==> src/rtl/core/jsu_pkg.sv <==
// shared types and constants of the json string unescape block
package jsu_pkg;

  localparam logic [7:0] CharQuote = 8'h22;
  localparam logic [7:0] CharBslash = 8'h5C;
  localparam logic [7:0] CharSlash = 8'h2F;
  localparam logic [7:0] CharLowB = 8'h62;
  localparam logic [7:0] CharLowF = 8'h66;
  localparam logic [7:0] CharLowN = 8'h6E;
  localparam logic [7:0] CharLowR = 8'h72;
  localparam logic [7:0] CharLowT = 8'h74;
  localparam logic [7:0] CharLowU = 8'h75;
  localparam logic [7:0] CharSpace = 8'h20;

  typedef enum logic [2:0] {
    ERR_NONE       = 3'd0,
    ERR_NO_OPEN    = 3'd1,
    ERR_CONTROL    = 3'd2,
    ERR_BAD_ESC    = 3'd3,
    ERR_BAD_HEX    = 3'd4,
    ERR_MISSING_LO = 3'd5,
    ERR_BAD_LO     = 3'd6,
    ERR_UNTERM     = 3'd7
  } err_code_e;

  typedef enum logic [1:0] {
    JOB_BYTE = 2'd0,
    JOB_CP   = 2'd1,
    JOB_DONE = 2'd2,
    JOB_ERR  = 2'd3
  } job_kind_e;

  typedef struct packed {
    job_kind_e   kind;
    logic [20:0] cp;
    err_code_e   err;
  } job_t;

  // number of utf-8 bytes of a code point, minus one
  function automatic logic [1:0] utf8_last_idx(logic [20:0] cp);
    logic [1:0] n;
    if (cp <= 21'h7F) begin
      n = 2'd0;
    end else if (cp <= 21'h7FF) begin
      n = 2'd1;
    end else if (cp <= 21'hFFFF) begin
      n = 2'd2;
    end else begin
      n = 2'd3;
    end
    return n;
  endfunction

  function automatic logic [7:0] utf8_byte(logic [20:0] cp, logic [1:0] len_m1,
                                           logic [1:0] idx);
    logic [7:0] b;
    b = 8'h00;
    unique case (len_m1)
      2'd0: b = {1'b0, cp[6:0]};
      2'd1: b = (idx == 2'd0) ? {3'b110, cp[10:6]} : {2'b10, cp[5:0]};
      2'd2: begin
        unique case (idx)
          2'd0: b = {4'b1110, cp[15:12]};
          2'd1: b = {2'b10, cp[11:6]};
          default: b = {2'b10, cp[5:0]};
        endcase
      end
      default: begin
        unique case (idx)
          2'd0: b = {5'b11110, cp[20:18]};
          2'd1: b = {2'b10, cp[17:12]};
          2'd2: b = {2'b10, cp[11:6]};
          default: b = {2'b10, cp[5:0]};
        endcase
      end
    endcase
    return b;
  endfunction

endpackage

==> src/rtl/core/json_string_unescape_utf8.sv <==
// top level of the json string unescape to utf-8 decoder
// path: each result of an accepted item goes through the job queue, then the registered output stage
// throughput: 1 input item per cycle; the output side moves 1 result per cycle while
// the master is ready, so an escape that yields n utf-8 bytes takes n output results and the
// job queue of FifoDepth entries absorbs the difference before input stalls
// reset: asynchronous active low, back to waiting for an opening quote, queue empty
module json_string_unescape_utf8 #(
  parameter int FifoDepth = 4
) (
  input  logic       clk_i,
  input  logic       rst_ni,
  input  logic       s_axis_tvalid_i,
  output logic       s_axis_tready_o,
  input  logic [7:0] s_axis_tdata_i,  // [7:0] in_byte
  input  logic       s_axis_tlast_i,  // end_of_text
  output logic       m_axis_tvalid_o,
  input  logic       m_axis_tready_i,
  output logic [7:0] m_axis_tdata_o,  // [7:0] out_byte
  output logic [4:0] m_axis_tuser_o,  // [0] byte_valid, [1] string_done, [4:2] error_code
  output logic       m_axis_tlast_o   // last_of_run
);
  import jsu_pkg::*;

  logic job_push_valid, job_push_ready, job_pop_valid, job_pop_ready;
  job_t job_push, job_pop;
  logic bv, done;
  logic [2:0] err;

  jsu_front u_front (
    .clk_i       (clk_i),
    .rst_ni      (rst_ni),
    .in_valid_i  (s_axis_tvalid_i),
    .in_ready_o  (s_axis_tready_o),
    .in_byte_i   (s_axis_tdata_i),
    .in_eot_i    (s_axis_tlast_i),
    .job_valid_o (job_push_valid),
    .job_ready_i (job_push_ready),
    .job_o       (job_push)
  );

  jsu_fifo #(
    .Depth (FifoDepth)
  ) u_fifo (
    .clk_i        (clk_i),
    .rst_ni       (rst_ni),
    .push_valid_i (job_push_valid),
    .push_ready_o (job_push_ready),
    .push_data_i  (job_push),
    .pop_valid_o  (job_pop_valid),
    .pop_ready_i  (job_pop_ready),
    .pop_data_o   (job_pop)
  );

  jsu_back u_back (
    .clk_i        (clk_i),
    .rst_ni       (rst_ni),
    .job_valid_i  (job_pop_valid),
    .job_ready_o  (job_pop_ready),
    .job_i        (job_pop),
    .out_valid_o  (m_axis_tvalid_o),
    .out_ready_i  (m_axis_tready_i),
    .out_byte_o   (m_axis_tdata_o),
    .byte_valid_o (bv),
    .last_o       (m_axis_tlast_o),
    .done_o       (done),
    .err_o        (err)
  );

  assign m_axis_tuser_o = {err, done, bv};

endmodule

==> src/rtl/core/jsu_fifo.sv <==
// job queue between the decoder front and the byte emitter
module jsu_fifo #(
  parameter int Depth = 4
) (
  input  logic          clk_i,
  input  logic          rst_ni,
  input  logic          push_valid_i,
  output logic          push_ready_o,
  input  jsu_pkg::job_t push_data_i,
  output logic          pop_valid_o,
  input  logic          pop_ready_i,
  output jsu_pkg::job_t pop_data_o
);
  import jsu_pkg::*;

  localparam int PtrW = (Depth > 1) ? $clog2(Depth) : 1;
  localparam int CntW = $clog2(Depth + 1);

  job_t mem_q [Depth];
  logic [PtrW-1:0] wr_ptr_q, wr_ptr_d, rd_ptr_q, rd_ptr_d;
  logic [CntW-1:0] cnt_q, cnt_d;
  logic push, pop;

  assign push_ready_o = (cnt_q != CntW'(Depth));
  assign pop_valid_o  = (cnt_q != '0);
  assign pop_data_o   = mem_q[rd_ptr_q];
  assign push = push_valid_i && push_ready_o;
  assign pop  = pop_valid_o && pop_ready_i;

  always_comb begin
    wr_ptr_d = wr_ptr_q;
    rd_ptr_d = rd_ptr_q;
    cnt_d    = cnt_q;
    if (push) begin
      wr_ptr_d = (wr_ptr_q == PtrW'(Depth - 1)) ? '0 : wr_ptr_q + 1'b1;
    end
    if (pop) begin
      rd_ptr_d = (rd_ptr_q == PtrW'(Depth - 1)) ? '0 : rd_ptr_q + 1'b1;
    end
    if (push && !pop) begin
      cnt_d = cnt_q + 1'b1;
    end else if (pop && !push) begin
      cnt_d = cnt_q - 1'b1;
    end
  end

  always_ff @(posedge clk_i or negedge rst_ni) begin
    if (!rst_ni) begin
      wr_ptr_q <= '0;
      rd_ptr_q <= '0;
      cnt_q    <= '0;
    end else begin
      wr_ptr_q <= wr_ptr_d;
      rd_ptr_q <= rd_ptr_d;
      cnt_q    <= cnt_d;
    end
  end

  always_ff @(posedge clk_i) begin
    if (push) begin
      mem_q[wr_ptr_q] <= push_data_i;
    end
  end

endmodule

==> src/rtl/core/jsu_front.sv <==
// byte classifier and escape decoder, one input item per cycle while the job queue is ready
module jsu_front (
  input  logic          clk_i,
  input  logic          rst_ni,
  input  logic          in_valid_i,
  output logic          in_ready_o,
  input  logic [7:0]    in_byte_i,
  input  logic          in_eot_i,
  output logic          job_valid_o,
  input  logic          job_ready_i,
  output jsu_pkg::job_t job_o
);
  import jsu_pkg::*;

  typedef enum logic [2:0] {
    PH_IDLE    = 3'd0,
    PH_BODY    = 3'd1,
    PH_ESC     = 3'd2,
    PH_HEX1    = 3'd3,
    PH_WANT_BS = 3'd4,
    PH_WANT_U  = 3'd5,
    PH_HEX2    = 3'd6
  } phase_e;

  phase_e      phase_q, phase_d;
  logic [1:0]  cnt_q, cnt_d;
  logic [15:0] acc_q, acc_d;
  logic [15:0] hs_q, hs_d;
  logic        emit;
  job_t        job;
  logic [3:0]  hexv;
  logic        hex_ok;
  logic [15:0] acc_new;
  logic        accept;

  assign in_ready_o  = job_ready_i;
  assign accept      = in_valid_i && in_ready_o;
  assign job_valid_o = accept && emit;
  assign job_o       = job;

  always_comb begin
    hex_ok = 1'b1;
    hexv   = 4'h0;
    if (in_byte_i >= 8'h30 && in_byte_i <= 8'h39) begin
      hexv = in_byte_i[3:0];
    end else if ((in_byte_i >= 8'h61 && in_byte_i <= 8'h66) ||
                 (in_byte_i >= 8'h41 && in_byte_i <= 8'h46)) begin
      hexv = in_byte_i[3:0] + 4'd9;
    end else begin
      hex_ok = 1'b0;
    end
  end

  assign acc_new = {acc_q[11:0], hexv};

  always_comb begin
    phase_d = phase_q;
    cnt_d   = cnt_q;
    acc_d   = acc_q;
    hs_d    = hs_q;
    emit    = 1'b0;
    job     = '{kind: JOB_BYTE, cp: '0, err: ERR_NONE};
    if (in_eot_i) begin
      emit     = 1'b1;
      job.kind = JOB_ERR;
      if (phase_q == PH_IDLE) begin
        job.err = ERR_NO_OPEN;
      end else if (phase_q == PH_WANT_BS || phase_q == PH_WANT_U) begin
        job.err = ERR_MISSING_LO;
      end else begin
        job.err = ERR_UNTERM;
      end
    end else begin
      unique case (phase_q)
        PH_IDLE: begin
          if (in_byte_i == CharQuote) begin
            phase_d = PH_BODY;
          end else begin
            emit     = 1'b1;
            job.kind = JOB_ERR;
            job.err  = ERR_NO_OPEN;
          end
        end
        PH_BODY: begin
          emit = 1'b1;
          if (in_byte_i == CharQuote) begin
            job.kind = JOB_DONE;
          end else if (in_byte_i == CharBslash) begin
            emit    = 1'b0;
            phase_d = PH_ESC;
          end else if (in_byte_i < CharSpace) begin
            job.kind = JOB_ERR;
            job.err  = ERR_CONTROL;
          end else begin
            job.cp = {13'd0, in_byte_i};
          end
        end
        PH_ESC: begin
          emit    = 1'b1;
          phase_d = PH_BODY;
          unique case (in_byte_i)
            CharQuote, CharBslash, CharSlash: job.cp = {13'd0, in_byte_i};
            CharLowB: job.cp = 21'h08;
            CharLowF: job.cp = 21'h0C;
            CharLowN: job.cp = 21'h0A;
            CharLowR: job.cp = 21'h0D;
            CharLowT: job.cp = 21'h09;
            CharLowU: begin
              emit    = 1'b0;
              phase_d = PH_HEX1;
              cnt_d   = 2'd0;
              acc_d   = '0;
            end
            default: begin
              job.kind = JOB_ERR;
              job.err  = ERR_BAD_ESC;
            end
          endcase
        end
        PH_HEX1, PH_HEX2: begin
          if (!hex_ok) begin
            emit     = 1'b1;
            job.kind = JOB_ERR;
            job.err  = ERR_BAD_HEX;
          end else if (cnt_q != 2'd3) begin
            cnt_d = cnt_q + 2'd1;
            acc_d = acc_new;
          end else begin
            cnt_d = 2'd0;
            if (phase_q == PH_HEX1) begin
              if (acc_new[15:10] == 6'b110110) begin
                hs_d    = acc_new;
                acc_d   = '0;
                phase_d = PH_WANT_BS;
              end else begin
                acc_d    = acc_new;
                phase_d  = PH_BODY;
                emit     = 1'b1;
                job.kind = JOB_CP;
                job.cp   = {5'd0, acc_new};
              end
            end else begin
              emit = 1'b1;
              if (acc_new[15:10] != 6'b110111) begin
                job.kind = JOB_ERR;
                job.err  = ERR_BAD_LO;
              end else begin
                job.kind = JOB_CP;
                job.cp   = 21'h10000 + {1'b0, hs_q[9:0], acc_new[9:0]};
                phase_d  = PH_BODY;
                acc_d    = '0;
                hs_d     = '0;
              end
            end
          end
        end
        PH_WANT_BS: begin
          if (in_byte_i == CharBslash) begin
            phase_d = PH_WANT_U;
          end else begin
            emit     = 1'b1;
            job.kind = JOB_ERR;
            job.err  = ERR_MISSING_LO;
          end
        end
        PH_WANT_U: begin
          if (in_byte_i == CharLowU) begin
            phase_d = PH_HEX2;
            cnt_d   = 2'd0;
            acc_d   = '0;
          end else begin
            emit     = 1'b1;
            job.kind = JOB_ERR;
            job.err  = ERR_MISSING_LO;
          end
        end
        default: begin
          emit     = 1'b1;
          job.kind = JOB_ERR;
          job.err  = ERR_NO_OPEN;
        end
      endcase
    end
    if (emit && (job.kind == JOB_ERR || job.kind == JOB_DONE)) begin
      phase_d = PH_IDLE;
      cnt_d   = '0;
      acc_d   = '0;
      hs_d    = '0;
    end
  end

  always_ff @(posedge clk_i or negedge rst_ni) begin
    if (!rst_ni) begin
      phase_q <= PH_IDLE;
      cnt_q   <= '0;
      acc_q   <= '0;
      hs_q    <= '0;
    end else if (accept) begin
      phase_q <= phase_d;
      cnt_q   <= cnt_d;
      acc_q   <= acc_d;
      hs_q    <= hs_d;
    end
  end

endmodule

==> src/rtl/core/jsu_back.sv <==
// utf-8 byte emitter with a registered output stage
module jsu_back (
  input  logic          clk_i,
  input  logic          rst_ni,
  input  logic          job_valid_i,
  output logic          job_ready_o,
  input  jsu_pkg::job_t job_i,
  output logic          out_valid_o,
  input  logic          out_ready_i,
  output logic [7:0]    out_byte_o,
  output logic          byte_valid_o,
  output logic          last_o,
  output logic          done_o,
  output logic [2:0]    err_o
);
  import jsu_pkg::*;

  logic       valid_q;
  logic [7:0] byte_q, byte_d;
  logic       bv_q, bv_d, last_q, last_d, done_q, done_d;
  logic [2:0] err_q, err_d;
  logic [1:0] idx_q, idx_d;
  logic [1:0] len_m1;
  logic       load;

  assign load        = !valid_q || out_ready_i;
  assign job_ready_o = load && last_d;

  always_comb begin
    len_m1 = (job_i.kind == JOB_CP) ? utf8_last_idx(job_i.cp) : 2'd0;
    byte_d = 8'h00;
    bv_d   = 1'b0;
    done_d = 1'b0;
    err_d  = ERR_NONE;
    last_d = (idx_q == len_m1);
    unique case (job_i.kind)
      JOB_BYTE: begin
        byte_d = job_i.cp[7:0];
        bv_d   = 1'b1;
      end
      JOB_CP: begin
        byte_d = utf8_byte(job_i.cp, len_m1, idx_q);
        bv_d   = 1'b1;
      end
      JOB_DONE: done_d = 1'b1;
      default:  err_d  = job_i.err;
    endcase
    idx_d = idx_q;
    if (load && job_valid_i) begin
      idx_d = last_d ? 2'd0 : idx_q + 2'd1;
    end
  end

  always_ff @(posedge clk_i or negedge rst_ni) begin
    if (!rst_ni) begin
      valid_q <= 1'b0;
      idx_q   <= '0;
    end else begin
      idx_q <= idx_d;
      if (load) begin
        valid_q <= job_valid_i;
      end
    end
  end

  always_ff @(posedge clk_i) begin
    if (load) begin
      byte_q <= byte_d;
      bv_q   <= bv_d;
      last_q <= last_d;
      done_q <= done_d;
      err_q  <= err_d;
    end
  end

  assign out_valid_o  = valid_q;
  assign out_byte_o   = byte_q;
  assign byte_valid_o = bv_q;
  assign last_o       = last_q;
  assign done_o       = done_q;
  assign err_o        = err_q;

endmodule

==> config.mk <==
export PLATFORM = sky130hd
export DESIGN_NAME = json_string_unescape_utf8
export DESIGN_NICKNAME = d
export VERILOG_FILES = /design/src/rtl/core/jsu_pkg.sv /design/src/rtl/core/json_string_unescape_utf8.sv /design/src/rtl/core/jsu_fifo.sv /design/src/rtl/core/jsu_front.sv /design/src/rtl/core/jsu_back.sv
export SDC_FILE = /design/constraint.sdc
export NUM_CORES = 1
export LEC_CHECK = 0
export ABC_AREA = 1
export BUFFER_PORTS_ARGS = -buffer_cell sky130_fd_sc_hd__buf_2
export CAP_MARGIN = 15
export CORE_MARGIN = 1
export CORE_UTILIZATION = 24
export CTS_CLUSTER_SIZE = 30
export DETAILED_ROUTE_END_ITERATION = 6
export SYNTH_ARGS = -nofsm -noshare
export SYNTH_HDL_FRONTEND = slang
export SYNTH_HIERARCHICAL = 1
export SYNTH_SLANG_ARGS = --single-unit
==> constraint.sdc <==
create_clock -name clk_i -period 7.4 [get_ports clk_i]
set_clock_uncertainty 0.2 [all_clocks]
set_input_delay 0.37 -clock clk_i [delete_from_list [all_inputs] [get_ports clk_i]]
set_output_delay 0.37 -clock clk_i [all_outputs]
set_load 0.1 [all_outputs]
==> metrics.cfg, run 1 <==
[status]
status = complete, but fails checks
violations = DRC

[drt]
drt-pass1-iter-count = 7
vias = 6644
wl_per_cell_um = 13.55
drt-initial-drc-count = 543
drtAntennaViolNets = 0
wirelength_um = 20380
via_per_inst = 4.418
drc = 6

[power]
power_density_nw_per_um2 = 386.9
p_sw_mw = 1.723
intPower_mw = 2.121
seqPwrFrac = 0.326
vdd_drop_max_mv = 0.1764
combPwrFrac = 0.433
clockPowerShare = 0.240
swShare = 0.4482
p_leak_nw = 4.245

[sta]
max_freq_ghz = 0.2515
maxSlewHeadroom = 0.3372
fin_setup_tns_ns = 0
tightest_slew_ns = 0.9943
rsz0062_at_grt = no
fin_crit_ns = 3.976
setup_viol = 0
post-route-period-util = 0.5373
hold_viol_final = 0
slew_viol_final = 0

[worst_hold_path]
hold_class = primary input to flop

[worst_setup_path]
cp_max_fo = 57
crit_path_frequent_cell = nand2_1
path_cells = buf_4 > nand2_1 > o211ai_1 > nand2_1 > nor2_8 > nand2_2 > xor2_1 > nand3_1 > nor2_1 > nand2_1 > ha_1 > inv_1 > fa_1 > nand2_1 > o21ai_0
crit_slowest_cell = dfrtp_4
start_kind = flop
arrival_ns = 4.08
end_kind = flop
required_ns = 7.51
critical_path_class = flop to flop
crit_path_max_incr_delay_ns = 0.81

[grt]
gr-total-overflow = 0
grt_max_degree = 58
grt_pass1_wl_um = 33760
track_usage = 0.1133
antenna_found_initial = 0
grt_pass1_vias = 6410

[finish]
final_core_util = 0.2773
syn_to_final_growth_pct = 12.89
antenna_cells = 0
final_cells = 1504
nNetsFinal = 1061
layout-drive-gt1-share = 0.1448

[clocking]
cts_buffers = 17
root_buffer = clkbuf_16
cts_resized = 0
cts_hold_buf = 1
cts.reportedPaths.clkPinSlew_ns = 0.07
clockBufferDepth = 2
post_cts_buffers = 0
cts_htree_levels = 4
tritoncts = built
insertion_delay_ns = 0.43
cts_num_sinks = 155

[die]
die_y_um = 193.5
core_area_um2 = 35830
die_w_um = 193.5
dieArea_um2 = 37440
io-pin-count = 29
rows = 69
start_util = 0.2456

[logic_synthesis]
syn_nets = 1043
yosysTopAreaCell = edfxtp_1
syn_inst = 1012
synth-seq-cells = 155
synth_top_area_share = 0.4026
synth_edf_count = 118
synth_area_leaders = edfxtp_1 (40%), nand2_1 (13%), dfrtp_1 (11%), inv_1 (5.3%), nor2_1 (4.4%)
synthArstFlopShare = 0.2387
ys_top_cells_by_count = nand2_1 (303), inv_1 (124), edfxtp_1 (118)
avgSynthCellArea_um2 = 8.697
synth_most_common_cell = nand2_1
syn-cell-area_um2 = 8801
synthFlopType = edfxtp_1
yosysUniqueCellTypes = 41
ys_seq_area_frac = 0.5078
synth_warnings = 6

[place]
io_buffers = 28
gp_congestion = 0.8663
place_inst = 1471
dp_hpwl_um = 14310

[run]
maxCapViolations = 0

==> stage by stage <==
step                cell area (µm²)  setup slack (ns)  total power [mW]  hold WS, ns
floorplan                      8801             4.127             2.630      -0.1256
CTS                            9936             3.430             3.877       0.1949
finish                         9936             3.424             3.844       0.2099
global route                   9936             3.090             4.102       0.2346
global placement               9298             3.559             2.924       0.2662
detailed placement             9298             3.433             2.938       0.2681
==> final timing paths <==
check                                        start                  to  slack, ns  cells past startpoint
worst max-delay path            u_fifo/rd_ptr_q[0]     u_fifo/cnt_q[1]       3.42                     15
worst min-delay path               s_axis_tvalid_i  u_fifo/wr_ptr_q[1]       0.21                      5
worst max register to register  u_fifo/rd_ptr_q[0]     u_fifo/cnt_q[1]       3.42                     15
worst min register to register    u_front/acc_q[5]    u_front/acc_q[5]       0.28                      2
max in group asynchronous                   rst_ni  u_fifo/rd_ptr_q[0]       5.80                      2
min in group asynchronous                   rst_ni    u_front/acc_q[8]       0.45                      2
==> critical path: cells and delay by family, from the launching register on <==
kind / cells / cell delay [ns]
and+or+nand+nor: 8 / 1.22
DFF: 1 / 0.81
buffers and inverters: 2 / 0.64
adders and majority gates: 2 / 0.62
AOI/OAI and AO/OA: 2 / 0.17
xor gates and xnor gates: 1 / 0.16
==> flip-flops by register name, indices dropped and copies added, names as in the netlist <==
signal / flops
u_back/last_o: 1
u_fifo/rd_ptr_q: 2
u_front/hs_q: 10
u_fifo/wr_ptr_q: 2
u_back/out_valid_o: 1
u_fifo/mem_q: 104
u_back/out_byte_o: 8
u_front/cnt_q: 2
u_front/phase_q: 3
u_back/byte_valid_o: 1
u_back/err_o: 3
u_front/acc_q: 12
u_fifo/cnt_q: 3
u_back/idx_q: 2
u_back/done_o: 1
==> power groups by stage <==
stage               combinational (mW)  clock, mW  sequential, mW
global route                      1.84      0.982            1.28
CTS                               1.67      0.949            1.26
finish                            1.67      0.923            1.25
global placement                  1.66          0            1.27
floorplan                         1.16          0            1.47
detailed placement                1.66          0            1.27
==> logic make-up after synthesis <==
kind of cell,share of synthesized area
AO/OA/AOI/OAI,0.09724
XOR/XNOR,0.003981
adder cells (fa/ha/maj),0.02644
flip-flops,0.5078
AND/OR/NAND/NOR,0.2703
buffers and inverters,0.09426
==> metal layers <==
metal	GRT usage	routed length, µm
met1	0.1507	9952
met2	0.1825	9347
met3	0.02441	812
met4	0.03733	265
met5	0	0
==> placed cells by master, fill, tap and decap left out, types with 3 or more instances in the layout <==
cell type | synthesis | final
nand3_1 | 51 | 51
nand3_2 | 3 | 3
nand2_2 | 11 | 11
nand2_4 | 3 | 3
xor2_1 | 3 | 3
o211ai_2 | 20 | 20
clkbuf_16 | 0 | 17
inv_6 | 0 | 6
nor3_1 | 8 | 8
o21ai_1 | 6 | 6
o211ai_1 | 34 | 34
ha_1 | 17 | 17
a21oi_1 | 17 | 17
nor2_1 | 104 | 100
edfxtp_1 | 118 | 118
buf_4 | 6 | 6
o21ai_0 | 26 | 26
inv_1 | 124 | 124
nor2_4 | 3 | 3
bufinv_16 | 0 | 3
buf_2 | 13 | 28
nor2_2 | 10 | 14
inv_2 | 20 | 20
a22oi_1 | 3 | 3
nand4_1 | 36 | 36
nand2_1 | 303 | 303
dfrtp_1 | 37 | 36
==> area by class of cell <==
type	count	area (µm²)
fill	3770	25890
sequential	155	4473
multi-input combinational	675	3512
tap	461	576.8
inverter	146	550.5
clock buffer	17	425.4
clock inverter	15	202.7
timing repair buffer	35	195.2
Power figures use the tool's default switching activity.
==> run 2, diff against run 1 <==
Settings changed: ABC_AREA 1 to 0.
Clock period 7.4 ns to 3.4 ns, I/O delays scaled along.
==> run 2 against run 1 <==
  * The flow now finishes without violations
  * Die area decreased by 9.5%
  * Maximum frequency increased by 18%
  * Highest routed layer unchanged
  * Largest power group unchanged
  * Clock-buffer cell count increased by 1
==> metrics.cfg, run 2 <==
[logic_synthesis]
synthFlopType = edfxtp_1  ; unchanged
syn-cell-area_um2 = 7959  ; was 8801 µm²
synth_most_common_cell = edfxtp_1  ; was nand2_1
ys_seq_area_frac = 0.5615  ; was 0.5078
synth_top_area_share = 0.4452  ; was 0.4026
synthArstFlopShare = 0.2387  ; unchanged
syn_inst = 593  ; was 1012
synth_area_leaders = edfxtp_1 (45%), dfrtp_1 (12%), mux4_2 (5.1%), ha_1 (2.7%), mux4_1 (2.6%)  ; was edfxtp_1 (40%), nand2_1 (13%), dfrtp_1 (11%), inv_1 (5.3%), nor2_1 (4.4%)
synth_edf_count = 118  ; unchanged
yosysTopAreaCell = edfxtp_1  ; unchanged
synth-seq-cells = 155  ; unchanged
avgSynthCellArea_um2 = 13.42  ; was 8.697 µm²
synth_warnings = 6  ; unchanged
ys_top_cells_by_count = edfxtp_1 (118), nand2_1 (44), dfrtp_1 (37)  ; was nand2_1 (303), inv_1 (124), edfxtp_1 (118)
yosysUniqueCellTypes = 85  ; was 41
syn_nets = 624  ; was 1043

[drt]
wirelength_um = 18610  ; was 20380 µm
drtAntennaViolNets = 0  ; unchanged
vias = 5330  ; was 6644
drt-initial-drc-count = 570  ; was 543
wl_per_cell_um = 16.35  ; was 13.55 µm
via_per_inst = 4.684  ; was 4.418
drt-pass1-iter-count = 7  ; unchanged
drc = 0  ; was 6

[worst_hold_path]
hold_class = primary input to flop  ; unchanged
hold_depth = 4  ; was 5

[clocking]
root_buffer = clkbuf_16  ; unchanged
tritoncts = built  ; unchanged
clockBufferDepth = 2  ; unchanged
cts_num_sinks = 155  ; unchanged
cts_buffers = 17  ; unchanged
insertion_delay_ns = 0.43  ; about the same
cts_htree_levels = 4  ; unchanged
cts.reportedPaths.clkPinSlew_ns = 0.07  ; about the same

[grt]
antenna_found_initial = 1  ; was 0
grt_max_degree = 38  ; was 58
gr-total-overflow = 0  ; unchanged
track_usage = 0.1149  ; was 0.1133
grt_pass1_wl_um = 29850  ; was 33760 µm
grt_pass1_vias = 5367  ; was 6410

[finish]
layout_common_cells = edfxtp_1 (118), buf_4 (64), nand2_1 (43), nor2_1 (35), dfrtp_1 (35)  ; was nand2_1 (303), inv_1 (124), edfxtp_1 (118), nor2_1 (100), nand3_1 (51)
postLayoutCellArea_um2 = 9753  ; was 9936 µm²
final_common_cell = edfxtp_1  ; was nand2_1
syn_to_final_growth_pct = 22.54  ; was 12.89%
antenna_cells = 0  ; unchanged
largest_reg_flops = 104  ; unchanged
layout-drive-gt1-share = 0.3103  ; was 0.1448
nNetsFinal = 714  ; was 1061
largest-register = u_fifo/mem_q  ; unchanged
reg.largest.list = u_fifo/mem_q (104), u_front/acc_q (12), u_front/hs_q (10)  ; unchanged
final_core_util = 0.2990  ; was 0.2773
final_cells = 1138  ; was 1504

[status]
status = finished clean  ; was complete, but fails checks

[die]
io-pin-count = 29  ; unchanged
dieArea_um2 = 33890  ; was 37440 µm²
rows = 66  ; was 69
start_util = 0.2440  ; was 0.2456
die_w_um = 184.1  ; was 193.5 µm
die_y_um = 184.1  ; was 193.5 µm
core_area_um2 = 32620  ; was 35830 µm²

[power]
swShare = 0.3613  ; was 0.4482
vdd_drop_max_mv = 0.3421  ; was 0.1764 mV
p_total_mw = 7.246  ; was 3.844 mW
clockPowerShare = 0.261  ; was 0.240
intPower_mw = 4.628  ; was 2.121 mW
p_sw_mw = 2.618  ; was 1.723 mW
seqPwrFrac = 0.352  ; was 0.326
combPwrFrac = 0.387  ; was 0.433
power_density_nw_per_um2 = 742.9  ; was 386.9 nW/µm²
p_leak_nw = 3.559  ; was 4.245 nW

[sta]
rsz0062_at_grt = yes  ; was no
hold_viol_final = 0  ; unchanged
tightest_slew_ns = 0.9396  ; was 0.9943 ns
fin_setup_tns_ns = 0  ; unchanged
setup_viol = 0  ; unchanged
fin_crit_ns = 3.374  ; was 3.976 ns
post-route-period-util = 0.9924  ; was 0.5373
max_freq_ghz = 0.2964  ; was 0.2515 GHz
slew_viol_final = 0  ; unchanged
maxSlewHeadroom = 0.3736  ; was 0.3372
setup_slack_ns = 0.02586  ; was 3.424 ns
holdWs_ns = 0.06044  ; was 0.2099 ns

[worst_setup_path]
required_ns = 3.51  ; was 7.51 ns
arrival_ns = 3.49  ; was 4.08 ns
r2r_slack_ns = 0.03  ; was 3.42 ns
cp_max_fo = 7  ; was 57
critical_path_class = flop to flop  ; unchanged
start_kind = flop  ; unchanged
r2r_cells = 12  ; was 15
end_kind = flop  ; unchanged

[place]
dpl_cell_area_um2 = 9059  ; was 9298 µm²
post-place-ws_ns = -0.07657  ; was 3.433 ns
gp_congestion = 0.8765  ; was 0.8663
io_buffers = 28  ; unchanged
place_inst = 1099  ; was 1471
dp_hpwl_um = 13180  ; was 14310 µm

[run]
maxCapViolations = 0  ; unchanged

[run 2: changes by cell type in the layout (fill, tap and decap cells not counted), sizes merged, moves of 47 or more]
cell    previous run  this run
inv              153        24
nand3             54         7
nor2             119        37
nand2            317        45
o211ai            54         3
buf               34        99
[run 2: cell type report]
type / instances / area [µm²]
fill: 3229 / 22870
inverter: 14 / 52.55
multi-input combinational: 394 / 3281
clock buffer: 18 / 429.2
tap: 442 / 553.0
timing repair buffer: 101 / 795.8
clock inverter: 14 / 170.2
sequential: 155 / 4472
[run 2: power groups by stage]
stage	logic [mW]	clock network [mW]	registers, mW
floorplan	1.56	0	2.92
global placement	2.70	0	2.57
detailed placement	2.72	0	2.58
CTS	2.76	1.94	2.55
global route	3.02	2.01	2.58
finish	2.80	1.89	2.55
[run 2: path summary, 6_finish.rpt]
kind,startpoint,to
worst max-delay path,u_fifo/rd_ptr_q[0],u_fifo/cnt_q[1]
worst min-delay path,m_axis_tready_i,u_back/out_valid_o
worst max register to register,u_fifo/rd_ptr_q[0],u_fifo/cnt_q[1]
worst min register to register,u_front/hs_q[1],u_front/hs_q[1]
max in group asynchronous,rst_ni,u_front/phase_q[1]
min in group asynchronous,rst_ni,u_fifo/rd_ptr_q[1]
[run 2: kinds of logic after synthesis]
| group | count (synthesis) | synth area share |
|---|---|---|
| buffers and inverters | 44 | 0.03113 |
| AO/OA/AOI/OAI | 140 | 0.1360 |
| multiplexers | 47 | 0.1064 |
| XOR/XNOR | 6 | 0.006604 |
| AND/OR/NAND/NOR | 183 | 0.1291 |
| adder cells (fa/ha/maj) | 18 | 0.02924 |
| flip-flops | 155 | 0.5615 |
[run 2: what timing repair did]
action / CTS / global route
setup buffers: 1 / 4
resized for setup: 7 / 7
hold endpoints to repair: 37 / 0
endpoints found under the setup margin: 2 / 2
pin swaps: 1 / 1
cloned: 0 / 1
hold buffers: 1 / 0
[run 2: worst max-delay path, stage by stage (launching register included)]
cell	delay (ns)
dfrtp_2	0.43
clkbuf_16	0.18
mux4_2	0.53
nor3_2	0.21
and2_4	0.20
a31oi_2	0.10
or2_4	0.28
o22ai_2	0.15
nand2_2	0.10
ha_4	0.16
inv_2	0.05
fa_1	0.40
mux2_2	0.27
[run 2: per-layer routing]
layer | track usage | part of all wire | up-vias
met5 | 0 | 0 | -
met4 | 0.03500 | 0.011 | 0
met2 | 0.1842 | 0.47 | 158
met1 | 0.1530 | 0.47 | 2643
li1 | - | - | 2514
met3 | 0.02727 | 0.051 | 15
==> run 3, diff against run 2 <==
--- a/config.mk
+++ b/config.mk
@@ -9,6 +9,6 @@
 export BUFFER_PORTS_ARGS = -buffer_cell sky130_fd_sc_hd__buf_2
 export CAP_MARGIN = 15
-export CORE_MARGIN = 1
 export CORE_UTILIZATION = 24
+export CTS_BUF_LIST = sky130_fd_sc_hd__clkbuf_16
 export CTS_CLUSTER_SIZE = 30
 export DETAILED_ROUTE_END_ITERATION = 6
==> constraint.sdc (replaced) <==
create_clock -name clk_i -period 3.4 [get_ports clk_i]
set_clock_uncertainty 0.2 [all_clocks]
set_input_delay 0.34 -clock clk_i [delete_from_list [all_inputs] [get_ports clk_i]]
set_output_delay 0.34 -clock clk_i [all_outputs]
set_load 0.1 [all_outputs]
==> run 3 against run 2 <==
  * Register-to-register slack got worse by 0.06 ns
  * Global-route usage fell by 0.073 points
  * Cell count rose by 1.1%
  * Sequential power barely moved
  * Critical path type unchanged
  * The run now ends with setup timing left
  * First-iteration DRC count rose by 18%
==> metrics.cfg, run 3 (synthesized netlist as in run 2, its figures left out) <==
[status]
status = complete, but fails checks  ; was finished clean
violations = setup timing

[sta]
slew_viol_final = 0  ; unchanged
maxSlewHeadroom = 0.3747  ; was 0.3736
hold_viol_final = 0  ; unchanged
max_freq_ghz = 0.2912  ; was 0.2964 GHz
fin_crit_ns = 3.435  ; was 3.374 ns
tightest_slew_ns = 0.9379  ; was 0.9396 ns
rsz0062_at_grt = yes  ; unchanged
setup_slack_ns = -0.03465  ; was 0.02586 ns
setup_viol = 1  ; was 0
post-route-period-util = 1.010  ; was 0.9924
fin_setup_tns_ns = -0.03465  ; was 0 ns

[grt]
grt_max_degree = 38  ; unchanged
antenna_found_initial = 0  ; was 1
grt_pass1_wl_um = 29670  ; was 29850 µm
grt_pass1_vias = 5345  ; was 5367
track_usage = 0.1142  ; was 0.1149
gr-total-overflow = 0  ; unchanged

[die]
core_area_um2 = 32620  ; unchanged
io-pin-count = 29  ; unchanged
die_w_um = 184.1  ; unchanged
rows = 66  ; unchanged
die_y_um = 184.1  ; unchanged
dieArea_um2 = 33890  ; unchanged
start_util = 0.2440  ; unchanged

[clocking]
root_buffer = clkbuf_16  ; unchanged
cts_num_sinks = 155  ; unchanged
insertion_delay_ns = 0.43  ; about the same
clockBufferDepth = 2  ; unchanged
tritoncts = built  ; unchanged
cts_buffers = 17  ; unchanged
cts_htree_levels = 4  ; unchanged
cts.reportedPaths.clkPinSlew_ns = 0.06  ; was 0.07 ns

[drt]
via_per_inst = 4.758  ; was 4.684
wl_per_cell_um = 16.18  ; was 16.35 µm
drc = 0  ; unchanged
drtAntennaViolNets = 0  ; unchanged
drt-initial-drc-count = 672  ; was 570
wirelength_um = 18630  ; was 18610 µm
vias = 5477  ; was 5330
drt-pass1-iter-count = 5  ; was 7

[power]
p_leak_nw = 3.599  ; was 3.559 nW
swShare = 0.3584  ; was 0.3613
p_sw_mw = 2.591  ; was 2.618 mW
intPower_mw = 4.639  ; was 4.628 mW
seqPwrFrac = 0.353  ; was 0.352
power_density_nw_per_um2 = 737.4  ; was 742.9 nW/µm²
vdd_drop_max_mv = 0.3579  ; was 0.3421 mV
combPwrFrac = 0.395  ; was 0.387
clockPowerShare = 0.252  ; was 0.261

[finish]
final_cells = 1151  ; was 1138
nNetsFinal = 728  ; was 714
final_core_util = 0.3006  ; was 0.2990
final_common_cell = edfxtp_1  ; unchanged
reg.largest.list = u_fifo/mem_q (104), u_front/acc_q (12), u_front/hs_q (10)  ; unchanged
largest-register = u_fifo/mem_q  ; unchanged
layout_common_cells = edfxtp_1 (118), buf_4 (78), nand2_1 (44), dfrtp_1 (36), nor2_1 (34)  ; was edfxtp_1 (118), buf_4 (64), nand2_1 (43), nor2_1 (35), dfrtp_1 (35)
layout-drive-gt1-share = 0.3188  ; was 0.3103
syn_to_final_growth_pct = 23.20  ; was 22.54%
fill_cells = 3274  ; was 3229
antenna_cells = 0  ; unchanged
largest_reg_flops = 104  ; unchanged

[worst_hold_path]
hold_class = primary input to flop  ; unchanged
hp-start = m_axis_tready_i  ; unchanged

[worst_setup_path]
crit_path_frequent_cell = o22ai_2
arrival_ns = 3.54  ; was 3.49 ns
path_cells = clkbuf_16 > mux4_2 > nor3_4 > buf_6 > nand4_1 > nor3_2 > o22ai_2 > o22ai_2 > nand2_2 > ha_4 > inv_2 > fa_1 > mux2_2  ; was clkbuf_16 > mux4_2 > nor3_2 > and2_4 > a31oi_2 > or2_4 > o22ai_2 > nand2_2 > ha_4 > inv_2 > fa_1 > mux2_2
crit_start = u_fifo/rd_ptr_q[0]  ; unchanged
start_kind = flop  ; unchanged
crit_slowest_cell = mux4_2  ; unchanged
required_ns = 3.51  ; about the same
end_kind = flop  ; unchanged
crit_path_max_incr_delay_ns = 0.57  ; was 0.53 ns
critical_path_class = flop to flop  ; unchanged
cp_max_fo = 6  ; was 7
reg2reg_from = u_fifo/rd_ptr_q[0]  ; unchanged
cpLargestDelayFamily = multiplexers  ; unchanged
worst-path-buf-inv = 3  ; was 2

[place]
place_inst = 1113  ; was 1099
io_buffers = 28  ; unchanged
dp_hpwl_um = 13240  ; was 13180 µm
gp_congestion = 0.8928  ; was 0.8765

[run]
maxCapViolations = 0  ; unchanged

[run 3: path summary, 6_finish.rpt]
kind	cells after the start	endpoint	slack, ns
max in group asynchronous	2	u_fifo/rd_ptr_q[0]	1.97
setup / recovery	13	u_fifo/cnt_q[1]	-0.03
setup reg to reg	13	u_fifo/cnt_q[1]	-0.03
hold reg to reg	1	u_front/hs_q[1]	0.31
min in group asynchronous	2	u_fifo/cnt_q[1]	0.40
hold / removal	4	u_back/out_valid_o	0.25
[run 3: routing by layer]
| metal | wire, µm | track usage |
|---|---|---|
| met5 | 0 | 0 |
| met4 | 327 | 0.03700 |
| met3 | 944 | 0.02727 |
| met2 | 8502 | 0.1768 |
| met1 | 8854 | 0.1563 |
[run 3: cell type report]
class                   count  area, µm²  share of cell area
clock buffers              17      425.4             0.04338
multi-input cells         394       3274              0.3339
flip-flops and latches    155       4471              0.4559
repair buffers            115      892.1             0.09098
inverters                  14      52.55            0.005359
well taps                 442      553.0             0.05640
clock inverters            14      137.6             0.01404
[run 3: what timing repair did]
item / CTS / global route
endpoints found under the hold margin: 37 / 0
gates resized for setup: 5 / 10
setup buffers: 0 / 6
setup endpoints to repair: 2 / 2
pin swaps: 0 / 5
hold buffers: 1 / 0
gates cloned: 0 / 1
[run 3: worst reg2reg max path, delay by kind of cell (launching register included)]
kind | cells | cell delay, ns
mux | 2 | 0.83
simple gates | 4 | 0.70
fa+ha+maj | 2 | 0.57
flops | 1 | 0.44
buf+inv | 3 | 0.35
compound gates | 2 | 0.22
[run 3: through the flow]
step | total power [mW] | instance area [µm²] | worst slack, ns | hold slack, ns
after floorplan | 4.481 | 7978 | -0.1443 | -0.1556
after global placement | 5.321 | 9151 | -0.05414 | 0.2895
after detailed placement | 5.339 | 9151 | -0.09931 | 0.2976
after CTS | 7.181 | 9724 | -0.01540 | 0.2465
after global routing | 7.582 | 9806 | -0.2181 | 0.2815
final | 7.231 | 9806 | -0.03465 | 0.2497
[run 3: power groups by stage]
| stage | Clock, mW | Sequential, mW | Combinational, mW |
|---|---|---|---|
| detailed placement | 0 | 2.58 | 2.75 |
| floorplan | 0 | 2.92 | 1.56 |
| CTS | 1.85 | 2.55 | 2.78 |
| global placement | 0 | 2.57 | 2.75 |
| finish | 1.82 | 2.55 | 2.85 |
| global route | 1.93 | 2.59 | 3.06 |
